===== src/rtl/ctd_pkg.sv =====
// ----------------------------------------------------------------------------
// ctd_pkg
// Shared types and codes for the chunked transfer decoder.
// ----------------------------------------------------------------------------
package ctd_pkg;

  localparam logic [7:0] CH_CR = 8'h0D;
  localparam logic [7:0] CH_LF = 8'h0A;

  // Status codes reported with every result item
  typedef enum logic [1:0] {
    ST_PAYLOAD = 2'd0,
    ST_HEADER  = 2'd1,
    ST_ERROR   = 2'd2,
    ST_DONE    = 2'd3
  } status_t;

  // Decoder phase
  typedef enum logic [2:0] {
    PH_CR1     = 3'd0,
    PH_LF1     = 3'd1,
    PH_DIGITS  = 3'd2,
    PH_LF2     = 3'd3,
    PH_PAYLOAD = 3'd4,
    PH_ERROR   = 3'd5,
    PH_DONE    = 3'd6
  } phase_t;

  // One result item
  typedef struct packed {
    logic [7:0] out_byte;
    logic       out_valid;
    status_t    status;
  } result_t;

endpackage


===== src/rtl/ctd_in_if.sv =====
// ----------------------------------------------------------------------------
// ctd_in_if
// Input byte channel: valid/ready handshake with one raw byte per item.
// ----------------------------------------------------------------------------
interface ctd_in_if;
  logic       valid;
  logic       ready;
  logic [7:0] in_byte;

  modport source (output valid, output in_byte, input ready);
  modport sink   (input valid, input in_byte, output ready);
endinterface


===== src/rtl/ctd_out_if.sv =====
// ----------------------------------------------------------------------------
// ctd_out_if
// Result channel: valid/ready handshake with one decoded result per item.
// ----------------------------------------------------------------------------
interface ctd_out_if;
  logic              valid;
  logic              ready;
  logic [7:0]        out_byte;
  logic              out_valid;
  ctd_pkg::status_t  status;

  modport source (output valid, output out_byte, output out_valid, output status,
                  input ready);
  modport sink   (input valid, input out_byte, input out_valid, input status,
                  output ready);
endinterface


===== src/rtl/ctd_out_buf.sv =====
// ----------------------------------------------------------------------------
// ctd_out_buf
// Two-entry result buffer: head register plus skid register.
// ----------------------------------------------------------------------------
module ctd_out_buf (
  input  logic              clk,
  input  logic              rst_n,
  input  logic              push_valid,
  output logic              push_ready,
  input  ctd_pkg::result_t  push_data,
  ctd_out_if.source         out_ch
);

  logic [1:0]       count_r, count_nxt;
  ctd_pkg::result_t head_r, head_nxt;
  ctd_pkg::result_t skid_r, skid_nxt;
  logic             push, pop;

  assign push_ready = (count_r != 2'd2);
  assign push       = push_valid && push_ready;
  assign pop        = out_ch.valid && out_ch.ready;

  always_comb begin
    count_nxt = count_r;
    head_nxt  = head_r;
    skid_nxt  = skid_r;
    case ({push, pop})
      2'b10: begin
        if (count_r == 2'd0) begin
          head_nxt = push_data;
        end else begin
          skid_nxt = push_data;
        end
        count_nxt = count_r + 2'd1;
      end
      2'b01: begin
        head_nxt  = skid_r;
        count_nxt = count_r - 2'd1;
      end
      2'b11: begin
        if (count_r == 2'd1) begin
          head_nxt = push_data;
        end else begin
          head_nxt = skid_r;
          skid_nxt = push_data;
        end
      end
      default: begin
      end
    endcase
  end

  always_ff @(posedge clk) begin
    if (!rst_n) begin
      count_r <= 2'd0;
    end else begin
      count_r <= count_nxt;
    end
  end

  always_ff @(posedge clk) begin
    head_r <= head_nxt;
    skid_r <= skid_nxt;
  end

  assign out_ch.valid     = (count_r != 2'd0);
  assign out_ch.out_byte  = head_r.out_byte;
  assign out_ch.out_valid = head_r.out_valid;
  assign out_ch.status    = head_r.status;

endmodule


===== src/rtl/chunked_transfer_decoder.sv =====
// ----------------------------------------------------------------------------
// chunked_transfer_decoder
// Byte-serial decoder for a chunked-encoded body stream.
// ----------------------------------------------------------------------------
// Usage:
//   in_ch  : one raw byte of the chunked body per item (valid/ready).
//   out_ch : exactly one result item per input item, in order: the byte
//            (when out_valid is set), out_valid and a 2-bit status
//            (payload, header, error, done).
//   Each header is CR LF, up to MAX_SIZE_DIGITS hex digits, CR LF; the
//   digits give the count of payload bytes that follow. A zero size ends
//   the body (done). Any other header byte is an error. Error and done are
//   sticky; later bytes are consumed and answered with the same status.
//   Output: the result of an item is written to the result buffer when it is
//   accepted. Throughput: one item per cycle while the buffer has room, set
//   by the single decode step on the phase, size and digit registers.
//   Stall: a two-entry result buffer lets one more item be taken while a
//   result waits; in_ch.ready drops only when both entries are full.
//   Reset (rst_n low, synchronous): phase returns to "expect first CR",
//   counters clear and the result buffer empties.
// ----------------------------------------------------------------------------
module chunked_transfer_decoder #(
  parameter int MAX_SIZE_DIGITS = 8
) (
  input  logic      clk,
  input  logic      rst_n,
  ctd_in_if.sink    in_ch,
  ctd_out_if.source out_ch
);

  localparam int SIZE_W  = 4 * MAX_SIZE_DIGITS;
  localparam int COUNT_W = $clog2(MAX_SIZE_DIGITS + 1);
  localparam logic [COUNT_W-1:0] MAX_CNT = COUNT_W'(MAX_SIZE_DIGITS);

  // Hex digit decode: bit 4 set means not a hex digit
  function automatic logic [4:0] hex_value(input logic [7:0] c);
    logic [4:0] v;
    if (c >= 8'h30 && c <= 8'h39) begin
      v = {1'b0, 4'(c - 8'h30)};
    end else if (c >= 8'h41 && c <= 8'h46) begin
      v = {1'b0, 4'(c - 8'h41 + 8'd10)};
    end else if (c >= 8'h61 && c <= 8'h66) begin
      v = {1'b0, 4'(c - 8'h61 + 8'd10)};
    end else begin
      v = 5'h10;
    end
    return v;
  endfunction

  ctd_pkg::phase_t    phase_r, phase_nxt;
  logic [SIZE_W-1:0]  left_r, left_nxt;
  logic [COUNT_W-1:0] digits_r, digits_nxt;

  logic             accept;
  logic             buf_ready;
  logic [4:0]       hv;
  logic [SIZE_W-1:0] left_dec;
  ctd_pkg::result_t result;

  assign in_ch.ready = buf_ready;
  assign accept      = in_ch.valid && buf_ready;
  assign hv          = hex_value(in_ch.in_byte);
  assign left_dec    = (left_r != '0) ? left_r - SIZE_W'(1) : left_r;

  // Next-state decode for one byte
  always_comb begin
    phase_nxt  = phase_r;
    left_nxt   = left_r;
    digits_nxt = digits_r;
    unique case (phase_r)
      ctd_pkg::PH_CR1: begin
        phase_nxt = (in_ch.in_byte == ctd_pkg::CH_CR) ? ctd_pkg::PH_LF1
                                                      : ctd_pkg::PH_ERROR;
      end
      ctd_pkg::PH_LF1: begin
        if (in_ch.in_byte == ctd_pkg::CH_LF) begin
          phase_nxt  = ctd_pkg::PH_DIGITS;
          left_nxt   = '0;
          digits_nxt = '0;
        end else begin
          phase_nxt = ctd_pkg::PH_ERROR;
        end
      end
      ctd_pkg::PH_DIGITS: begin
        if (in_ch.in_byte == ctd_pkg::CH_CR) begin
          phase_nxt = ctd_pkg::PH_LF2;
        end else if (hv[4] || digits_r >= MAX_CNT) begin
          phase_nxt = ctd_pkg::PH_ERROR;
        end else begin
          left_nxt   = (left_r << 4) | SIZE_W'(hv[3:0]);
          digits_nxt = digits_r + COUNT_W'(1);
        end
      end
      ctd_pkg::PH_LF2: begin
        if (in_ch.in_byte != ctd_pkg::CH_LF) begin
          phase_nxt = ctd_pkg::PH_ERROR;
        end else if (left_r == '0) begin
          phase_nxt = ctd_pkg::PH_DONE;
        end else begin
          phase_nxt = ctd_pkg::PH_PAYLOAD;
        end
      end
      ctd_pkg::PH_PAYLOAD: begin
        left_nxt = left_dec;
        if (left_dec == '0) begin
          phase_nxt  = ctd_pkg::PH_CR1;
          digits_nxt = '0;
        end
      end
      ctd_pkg::PH_DONE: begin
      end
      ctd_pkg::PH_ERROR: begin
      end
      default: begin
        phase_nxt = ctd_pkg::PH_ERROR;
      end
    endcase
  end

  // Result for this byte; error and done override
  always_comb begin
    result.out_byte  = 8'h00;
    result.out_valid = 1'b0;
    result.status    = ctd_pkg::ST_HEADER;
    if (phase_r == ctd_pkg::PH_PAYLOAD) begin
      result.out_byte  = in_ch.in_byte;
      result.out_valid = 1'b1;
      result.status    = ctd_pkg::ST_PAYLOAD;
    end
    if (phase_nxt == ctd_pkg::PH_ERROR) begin
      result.status = ctd_pkg::ST_ERROR;
    end else if (phase_nxt == ctd_pkg::PH_DONE) begin
      result.status = ctd_pkg::ST_DONE;
    end
  end

  always_ff @(posedge clk) begin
    if (!rst_n) begin
      phase_r  <= ctd_pkg::PH_CR1;
      left_r   <= '0;
      digits_r <= '0;
    end else if (accept) begin
      phase_r  <= phase_nxt;
      left_r   <= left_nxt;
      digits_r <= digits_nxt;
    end
  end

  ctd_out_buf u_out_buf (
    .clk        (clk),
    .rst_n      (rst_n),
    .push_valid (in_ch.valid),
    .push_ready (buf_ready),
    .push_data  (result),
    .out_ch     (out_ch)
  );

endmodule

===== src/flat_wrapper.sv =====
// flat-port wrapper written by rule: the top's interface ports become plain ports
module chunked_transfer_decoder_flat 
#(
  parameter int MAX_SIZE_DIGITS = 8
)
  (clk, rst_n, in_ch_valid, in_ch_in_byte, in_ch_ready, out_ch_valid, out_ch_out_byte, out_ch_out_valid, out_ch_status, out_ch_ready);
  ctd_in_if in_ch_i ();
  ctd_out_if out_ch_i ();
  input  logic clk;
  input  logic rst_n;
  input wire logic [$bits(in_ch_i.valid)-1:0] in_ch_valid;
  input wire logic [$bits(in_ch_i.in_byte)-1:0] in_ch_in_byte;
  output wire logic [$bits(in_ch_i.ready)-1:0] in_ch_ready;
  output wire logic [$bits(out_ch_i.valid)-1:0] out_ch_valid;
  output wire logic [$bits(out_ch_i.out_byte)-1:0] out_ch_out_byte;
  output wire logic [$bits(out_ch_i.out_valid)-1:0] out_ch_out_valid;
  output wire logic [$bits(out_ch_i.status)-1:0] out_ch_status;
  input wire logic [$bits(out_ch_i.ready)-1:0] out_ch_ready;
  assign in_ch_i.valid = in_ch_valid;
  assign in_ch_i.in_byte = in_ch_in_byte;
  assign in_ch_ready = in_ch_i.ready;
  assign out_ch_valid = out_ch_i.valid;
  assign out_ch_out_byte = out_ch_i.out_byte;
  assign out_ch_out_valid = out_ch_i.out_valid;
  assign out_ch_status = out_ch_i.status;
  assign out_ch_i.ready = out_ch_ready;
  chunked_transfer_decoder #(.MAX_SIZE_DIGITS(MAX_SIZE_DIGITS)) u_core (.clk(clk), .rst_n(rst_n), .in_ch(in_ch_i), .out_ch(out_ch_i));
endmodule

===== config.mk =====
export PLATFORM = sky130hd
export DESIGN_NAME = chunked_transfer_decoder_flat
export DESIGN_NICKNAME = d
export VERILOG_FILES = /design/src/rtl/ctd_pkg.sv /design/src/rtl/ctd_in_if.sv /design/src/rtl/ctd_out_if.sv /design/src/rtl/ctd_out_buf.sv /design/src/rtl/chunked_transfer_decoder.sv /design/src/flat_wrapper.sv
export SDC_FILE = /design/constraint.sdc
export NUM_CORES = 1
export LEC_CHECK = 0
export BUFFER_PORTS_ARGS = -buffer_cell sky130_fd_sc_hd__buf_2
export CAP_MARGIN = 20
export CORE_MARGIN = 2
export CORE_UTILIZATION = 56
export DETAILED_ROUTE_END_ITERATION = 8
export GPL_ROUTABILITY_DRIVEN = 0
export GPL_TIMING_DRIVEN = 1
export PLACE_DENSITY = 0.77
export REMOVE_ABC_BUFFERS = 1
export SLEW_MARGIN = 20
export SYNTH_ARGS = -nofsm -noshare
export SYNTH_HDL_FRONTEND = slang
export SYNTH_HIERARCHICAL = 1
export SYNTH_SLANG_ARGS = --single-unit

===== constraint.sdc =====
create_clock -name clk -period 3.3 [get_ports clk]
set_clock_uncertainty 0.15 [all_clocks]
set_input_delay 0.66 -clock clk [delete_from_list [all_inputs] [get_ports clk]]
set_output_delay 0.66 -clock clk [all_outputs]
set_load 0.03 [all_outputs]

Yosys cells after proc, flatten, opt, wreduce, memory -nomap -nowiden
Cells that the tools add are included.
{"block": "op_classes", "addsub": 9, "magnitude_cmp": 7, "n_eq_ne": 23, "muxes": 31, "bitwise": 1, "reduce_logical": 21}
{"operator": "32-bit 2-to-1 mux", "n": 4}
{"operator": "32-bit one-hot mux with 3 select lines", "n": 1}
{"operator": "32-bit zero test", "n": 2}
{"operator": "11-bit 2-to-1 mux", "n": 5}
{"operator": "11-bit one-hot mux with 3 select lines", "n": 1}
{"operator": "32-bit by 4-bit OR with 32-bit output", "n": 1}
{"operator": "32-bit nonzero test", "n": 1}
{"operator": "32-bit by 1-bit subtractor with 32-bit output, second input constant", "n": 1}
{"operator": "11-bit one-hot mux with 2 select lines", "n": 1}
{"operator": "3-bit 2-to-1 mux", "n": 6}
{"operator": "3-bit one-hot mux with 6 select lines", "n": 1}
{"operator": "8-bit by 4-bit equality test with 1-bit output, second input constant", "n": 2}
{"operator": "8-bit by 7-bit >= comparator with 1-bit output, second input constant", "n": 2}
{"operator": "8-bit by 7-bit less-or-equal comparator with 1-bit output, second input constant", "n": 2}
{"operator": "4-bit 2-to-1 mux", "n": 4}
{"operator": "3-bit equality test, second input constant", "n": 5}
{"operator": "5-bit 2-to-1 mux", "n": 3}
{"operator": "2-bit inequality test, second input constant", "n": 6}
{"operator": "4-bit one-hot mux with 3 select lines", "n": 1}
{"operator": "4-bit by 1-bit subtractor with 4-bit output, second input constant", "n": 3}
{"operator": "4-bit adder, second input constant", "n": 2}
{"operator": "8-bit by 6-bit >= comparator with 1-bit output, second input constant", "n": 1}
{"operator": "8-bit by 6-bit less-or-equal comparator with 1-bit output, second input constant", "n": 1}
{"operator": "8-bit by 4-bit inequality test with 1-bit output, second input constant", "n": 1}
{"operator": "other kinds (22)", "n": 35}
{"block": "word_totals", "regBits": 63, "in_bits": 12, "out_inout_bits": 13, "word_cells": 102}

Logic depth before layout (Yosys ltp)
{"block": "depth", "depth_word": 14, "depth_mapped": 13, "ltp_nobuf": 11}

By module
Netlist, hierarchy kept.
{"module": "chunked_transfer_decoder", "n_inst": 1, "cells_per_inst": 441, "area_per_inst_um2": 3204.3, "seq_area_each_um2": 780.7}
{"module": "ctd_out_buf", "n_inst": 1, "cells_per_inst": 72, "area_per_inst_um2": 1073.5, "seq_area_each_um2": 700.7}

Worst setup path after synthesis
No wires, ideal clock.
{"block": "synth_timing", "kind": "reg2reg", "start": "register u_core.left_r[0]", "end": "register u_core.digits_r[1]", "setup_time_ns": 0.129, "arrival_ns": 3.138, "t_required_ns": 3.021, "setup_slack_ns": -0.118, "stages_incl_launch_ff": 13, "path_buffers": 2, "synth_period_minus_slack_ns": 3.418, "cell_sequence": "dfxtp_1 -> buf_2 -> inv_1 -> ha_1 -> or4b_1 -> nor3_1 -> buf_4 -> nand3_2 -> a21bo_1 -> or4_1 -> or4_4 -> o311ai_1 -> a21oi_1"}
{"block": "synth_via", "elab_chain_len": 5, "word_cells_on_any_way": 6, "classes_between": "add/sub: 1; eq/ne: 1; mux: 1; reduce/logical: 3"}
{"item": "from (decl)", "line_no": "chunked_transfer_decoder.sv:51", "source": "logic [SIZE_W-1:0] left_r, left_nxt;"}
{"item": "from (signal assigned)", "line_no": "chunked_transfer_decoder.sv:144", "source": "left_r <= left_nxt;"}
{"item": "32-bit by 1-bit subtractor with 32-bit output / 32-bit nonzero test (equally long branches)", "line_no": "chunked_transfer_decoder.sv:63", "source": "assign left_dec = (left_r != '0) ? left_r - SIZE_W'(1) : left_r;"}
{"item": "32-bit 2-to-1 mux (*)", "line_no": "chunked_transfer_decoder.sv:63"}
{"item": "32-bit zero test (*)", "line_no": "chunked_transfer_decoder.sv:105", "source": "if (left_dec == '0) begin"}
{"item": "2-bit by 1-bit inequality test with 1-bit output (no line) (*)"}
{"item": "6-bit AND reduction (no line) (*)"}
{"item": "to (signal assigned)", "line_no": "chunked_transfer_decoder.sv:145", "source": "digits_r <= digits_nxt;"}
{"item": "to (decl)", "line_no": "chunked_transfer_decoder.sv:52", "source": "logic [COUNT_W-1:0] digits_r, digits_nxt;"}
Mark *: on every way between the ends. The rest lies on a longest branch, timed or not.
A chain may end at the register's enable or synchronous reset.

Worst setup path after layout
{"block": "layout_timing", "start": "register u_core.left_r[22]", "end": "register u_core.digits_r[2]"}
The elaborated chain is that of the path after synthesis.

==> impl_metrics.py <==
metrics = {
    "run_status": {
        "status": "finished, violations left",
        "violations": "negative setup slack",
    },
    "logic_synthesis": {
        "synth_top_flop_cell": "dfxtp_1",
        "synth_area_um2": 4278,
        "yosysTopAreaCell": "dfxtp_1",
        "synth_commonest_cells": "nor2_1 (57), nand2_1 (44), dfxtp_1 (41), o21ai_0 (38), a21oi_1 (37)",
        "synth_warnings": 6,
        "synth-edff-count": 22,
        "synth_top_area_share_pct": 19.19,
        "ys_ff_latch": 63,
        "synth_cell_types": 80,
        "avgSynthCellArea_um2": 8.339,
        "synth.most_common_cell": "nor2_1",
        "syn_inst": 513,
        "async_flop_share_pct": 0,
        "yosysSeqAreaShare_pct": 34.63,
        "synth_area_leaders": "dfxtp_1 (19%), edfxtp_1 (15%), nor2_1 (5.0%), ha_1 (4.7%), o21ai_0 (4.4%)",
    },
    "sta": {
        "rsz0062_at_grt": "true",
        "hold_viol": 0,
        "setup_viol": 5,
        "slew_violations": 0,
        "tightest_slew_ns": 0.9797,
        "timing.max_slew.rel_slack_pct": 34.62,
        "period_needed_ns": 3.376,
        "final.period_utilization_pct": 102.3,
        "fin_ws_ns": -0.07634,
        "fmax_mhz": 296.2,
    },
    "placed_design": {
        "placed_area_um2": 4815,
        "io_buffers": 24,
        "hpwl_um": 8530,
        "placed_cells": 664,
    },
    "power_and_ir_drop": {
        "power_density_nw_per_um2": 881.7,
        "pwr-share-seq_pct": 24.6,
        "power_frac_clock_pct": 18.1,
        "p_leak_nw": 2.105,
        "p_sw_share_pct": 42.88,
        "max-vdd-ir-drop_uv": 513.3,
        "internal-power_w": 0.002618,
        "p_sw_w": 0.001966,
        "comb_power_share_pct": 57.2,
    },
    "global_routing": {
        "antenna_found_initial": 0,
        "grt_overflow": 0,
        "grt_pass1_vias": 4171,
        "grt_max_degree": 34,
        "grt_pass1_wl_um": 20020,
        "track_usage_pct": 29.62,
    },
    "finish": {
        "drive_above_1_share_pct": 25.04,
        "antenna_cells": 0,
        "multiInputGateArea_um2": 2643,
        "fin_util_pct": 70.92,
        "fin_area_um2": 5199,
        "nNetsFinal": 606,
        "area_delta_synth_final_pct": 21.53,
        "fillers": 526,
        "final_cells": 682,
        "seq_area_um2": 1486,
    },
    "drt": {
        "detail-route-antenna-nets": 0,
        "drc": 0,
        "post_drt_wl_per_cell_um": 17.91,
        "viasPerCell": 6.434,
        "drt_iter0_drc": 461,
        "drt_wl_total_um": 12220,
        "dr_total_vias": 4388,
        "firstDrtPassIters": 5,
    },
    "floorplanning": {
        "fp.dieH_um": 91.40,
        "initial_core_util_pct": 58.35,
        "dieArea_um2": 8354,
        "die_w_um": 91.40,
        "rows": 31,
        "ios": 25,
        "core_um2": 7331,
    },
    "cts": {
        "hold_buffers": 0,
        "cts_tree": "built",
        "path_clk_slew_ns": 0.08,
        "htreeDepth": 3,
        "cts_root_buffer": "clkbuf_8",
        "ctsLongestPathBuffers": 2,
        "clk_latency_ns": 0.35,
        "cts_made_buffers": 9,
        "cts_sinks": 63,
    },
    "worst_hold_path": {
        "holdPathStages": 1,
        "hp-start": "u_core/u_out_buf/skid_r[4]$_DFFE_PP_",
        "hp-class": "reg -> reg",
        "hold_end": "u_core/u_out_buf/out_ch.out_byte[1]$_DFFE_PP_",
    },
    "critical_path": {
        "r2r_setup_slack_ns": -0.08,
        "r2r_cells": 8,
        "r2r-start": "u_core/left_r[22]$_SDFFE_PN0P_",
        "timing.rr.end": "u_core/digits_r[2]$_SDFFE_PN0P_",
        "cp_max_fo": 4,
        "end_kind": "flip-flop",
        "cp.required_ns": 3.34,
        "cp-start-kind": "flip-flop",
        "cp.arrival_ns": 3.42,
        "path_class": "reg -> reg",
    },
    "flow_run": {
        "drv_cap": 0,
    },
}
-- worst max-delay path: stages, from the launching register on --
cell and delay (ns):
dfxtp_2 0.32, or4_4 0.54, nor4_4 0.27, o21ai_1 0.10, or3b_4 0.37, or4_4 0.50, or4_4 0.60, o31ai_2 0.27
a21oi_1 0.10
-- power by group through the flow --
stage	logic [W]	clock network, W	registers, W
floorplan	0.00141	0	0.00127
global placement	0.00239	0	0.00113
detailed placement	0.00244	0	0.00114
CTS	0.00246	0.000841	0.00112
global route	0.00281	0.000875	0.00115
finish	0.00262	0.000831	0.00113
-- state kept, by name (all words and copies together), names as in the netlist --
register / flops
u_core/left_r: 32
u_core/phase_r: 3
u_core/u_out_buf/count_r: 2
u_core/u_out_buf/out_ch.out_byte: 8
u_core/digits_r: 4
u_core/u_out_buf/out_ch.out_valid: 1
u_core/u_out_buf/out_ch.status: 2
u_core/u_out_buf/skid_r: 11
-- final cells by class --
| type | count | share of cell area [%] |
|---|---|---|
| clock buffers | 9 | 2.383 |
| clock inverters | 7 | 2.335 |
| inverters | 22 | 1.685 |
| multi-input cells | 394 | 50.83 |
| flip-flops and latches | 63 | 28.59 |
| well taps | 99 | 2.383 |
| repair buffers | 88 | 11.79 |
-- per-layer routing --
metal	vias up	GRT usage, %	wire (um)
met1	2041	35.00	4957
met5	-	0	0
met3	54	5.311	777
met2	242	51.78	6046
met4	0	13.76	434
li1	2051	-	-
-- worst max-delay path by stage --
stage	from	end	depth (start not counted)
global route	u_core/left_r[22]$_SDFFE_PN0P_	u_core/digits_r[2]$_SDFFE_PN0P_	8
CTS	u_core/left_r[0]$_SDFFE_PN0P_	u_core/digits_r[1]$_SDFFE_PN0P_	12
finish	u_core/left_r[22]$_SDFFE_PN0P_	u_core/digits_r[2]$_SDFFE_PN0P_	8
floorplan	u_core/left_r[0]$_SDFFE_PN0P_	u_core/digits_r[1]$_SDFFE_PN0P_	10
global placement	u_core/left_r[0]$_SDFFE_PN0P_	u_core/digits_r[1]$_SDFFE_PN0P_	10
detailed placement	u_core/left_r[0]$_SDFFE_PN0P_	u_core/digits_r[1]$_SDFFE_PN0P_	10
-- kinds of logic (layout without fill, tap and decap cells) --
logic type / after synthesis / after routing / synth area share [%]
and+or+nand+nor: 196 / 196 / 24.74
AOI/OAI and AO/OA: 166 / 166 / 26.18
DFF: 63 / 63 / 34.63
buffers and inverters: 56 / 126 / 6.376
adders and majority gates: 16 / 16 / 4.680
xor gates and xnor gates: 12 / 12 / 2.457
muxes: 4 / 4 / 0.9360
-- cells in the final DEF, fill, tap and decap left out, types with 4 or more instances in the layout --
master / synthesis / final
buf_4: 6 / 63
clkinv_4: 1 / 4
and3_1: 9 / 8
xnor2_1: 7 / 7
nand4_1: 6 / 6
dfxtp_1: 41 / 39
inv_1: 20 / 18
mux2i_1: 4 / 4
buf_2: 5 / 24
xor2_1: 5 / 5
nor3_1: 19 / 16
nor2_1: 57 / 57
a22o_1: 9 / 9
a21o_1: 4 / 4
nand3_1: 9 / 9
o211ai_1: 4 / 4
and2_1: 4 / 4
nand2_1: 44 / 43
a211oi_1: 8 / 8
a31oi_1: 5 / 5
clkbuf_8: 0 / 9
a221oi_1: 5 / 5
a21oi_1: 37 / 36
or4_4: 3 / 5
o31ai_1: 7 / 5
edfxtp_1: 22 / 22
a311oi_1: 4 / 4
ha_1: 16 / 15
or4_1: 7 / 5
o21ai_0: 38 / 36
a22oi_1: 9 / 9
nor4_1: 7 / 4
-- through the flow --
stage	setup slack, ns	TNS [ns]	total power, W	hold WS [ns]
6_report	-0.07634	-0.1593	0.004584	0.3845
3_5_place_dp	-0.08469	-0.2723	0.003577	0.3706
5_1_grt	-0.1739	-0.4966	0.004836	0.4019
4_1_cts	0.04414	0	0.004429	0.3856
2_1_floorplan	-0.6722	-3.256	0.002676	0.3359
3_3_place_gp	-0.01774	-0.04666	0.003520	0.3519
-- timing repair --
item | in CTS | in global routing
endpoints found under the setup margin | 5 | 6
pin swaps | 2 | 16
gates resized for setup | 4 | 27
buffers inserted | 0 | 2
gates cloned | 0 | 0
No activity file was read; power rests on OpenSTA's default activity.
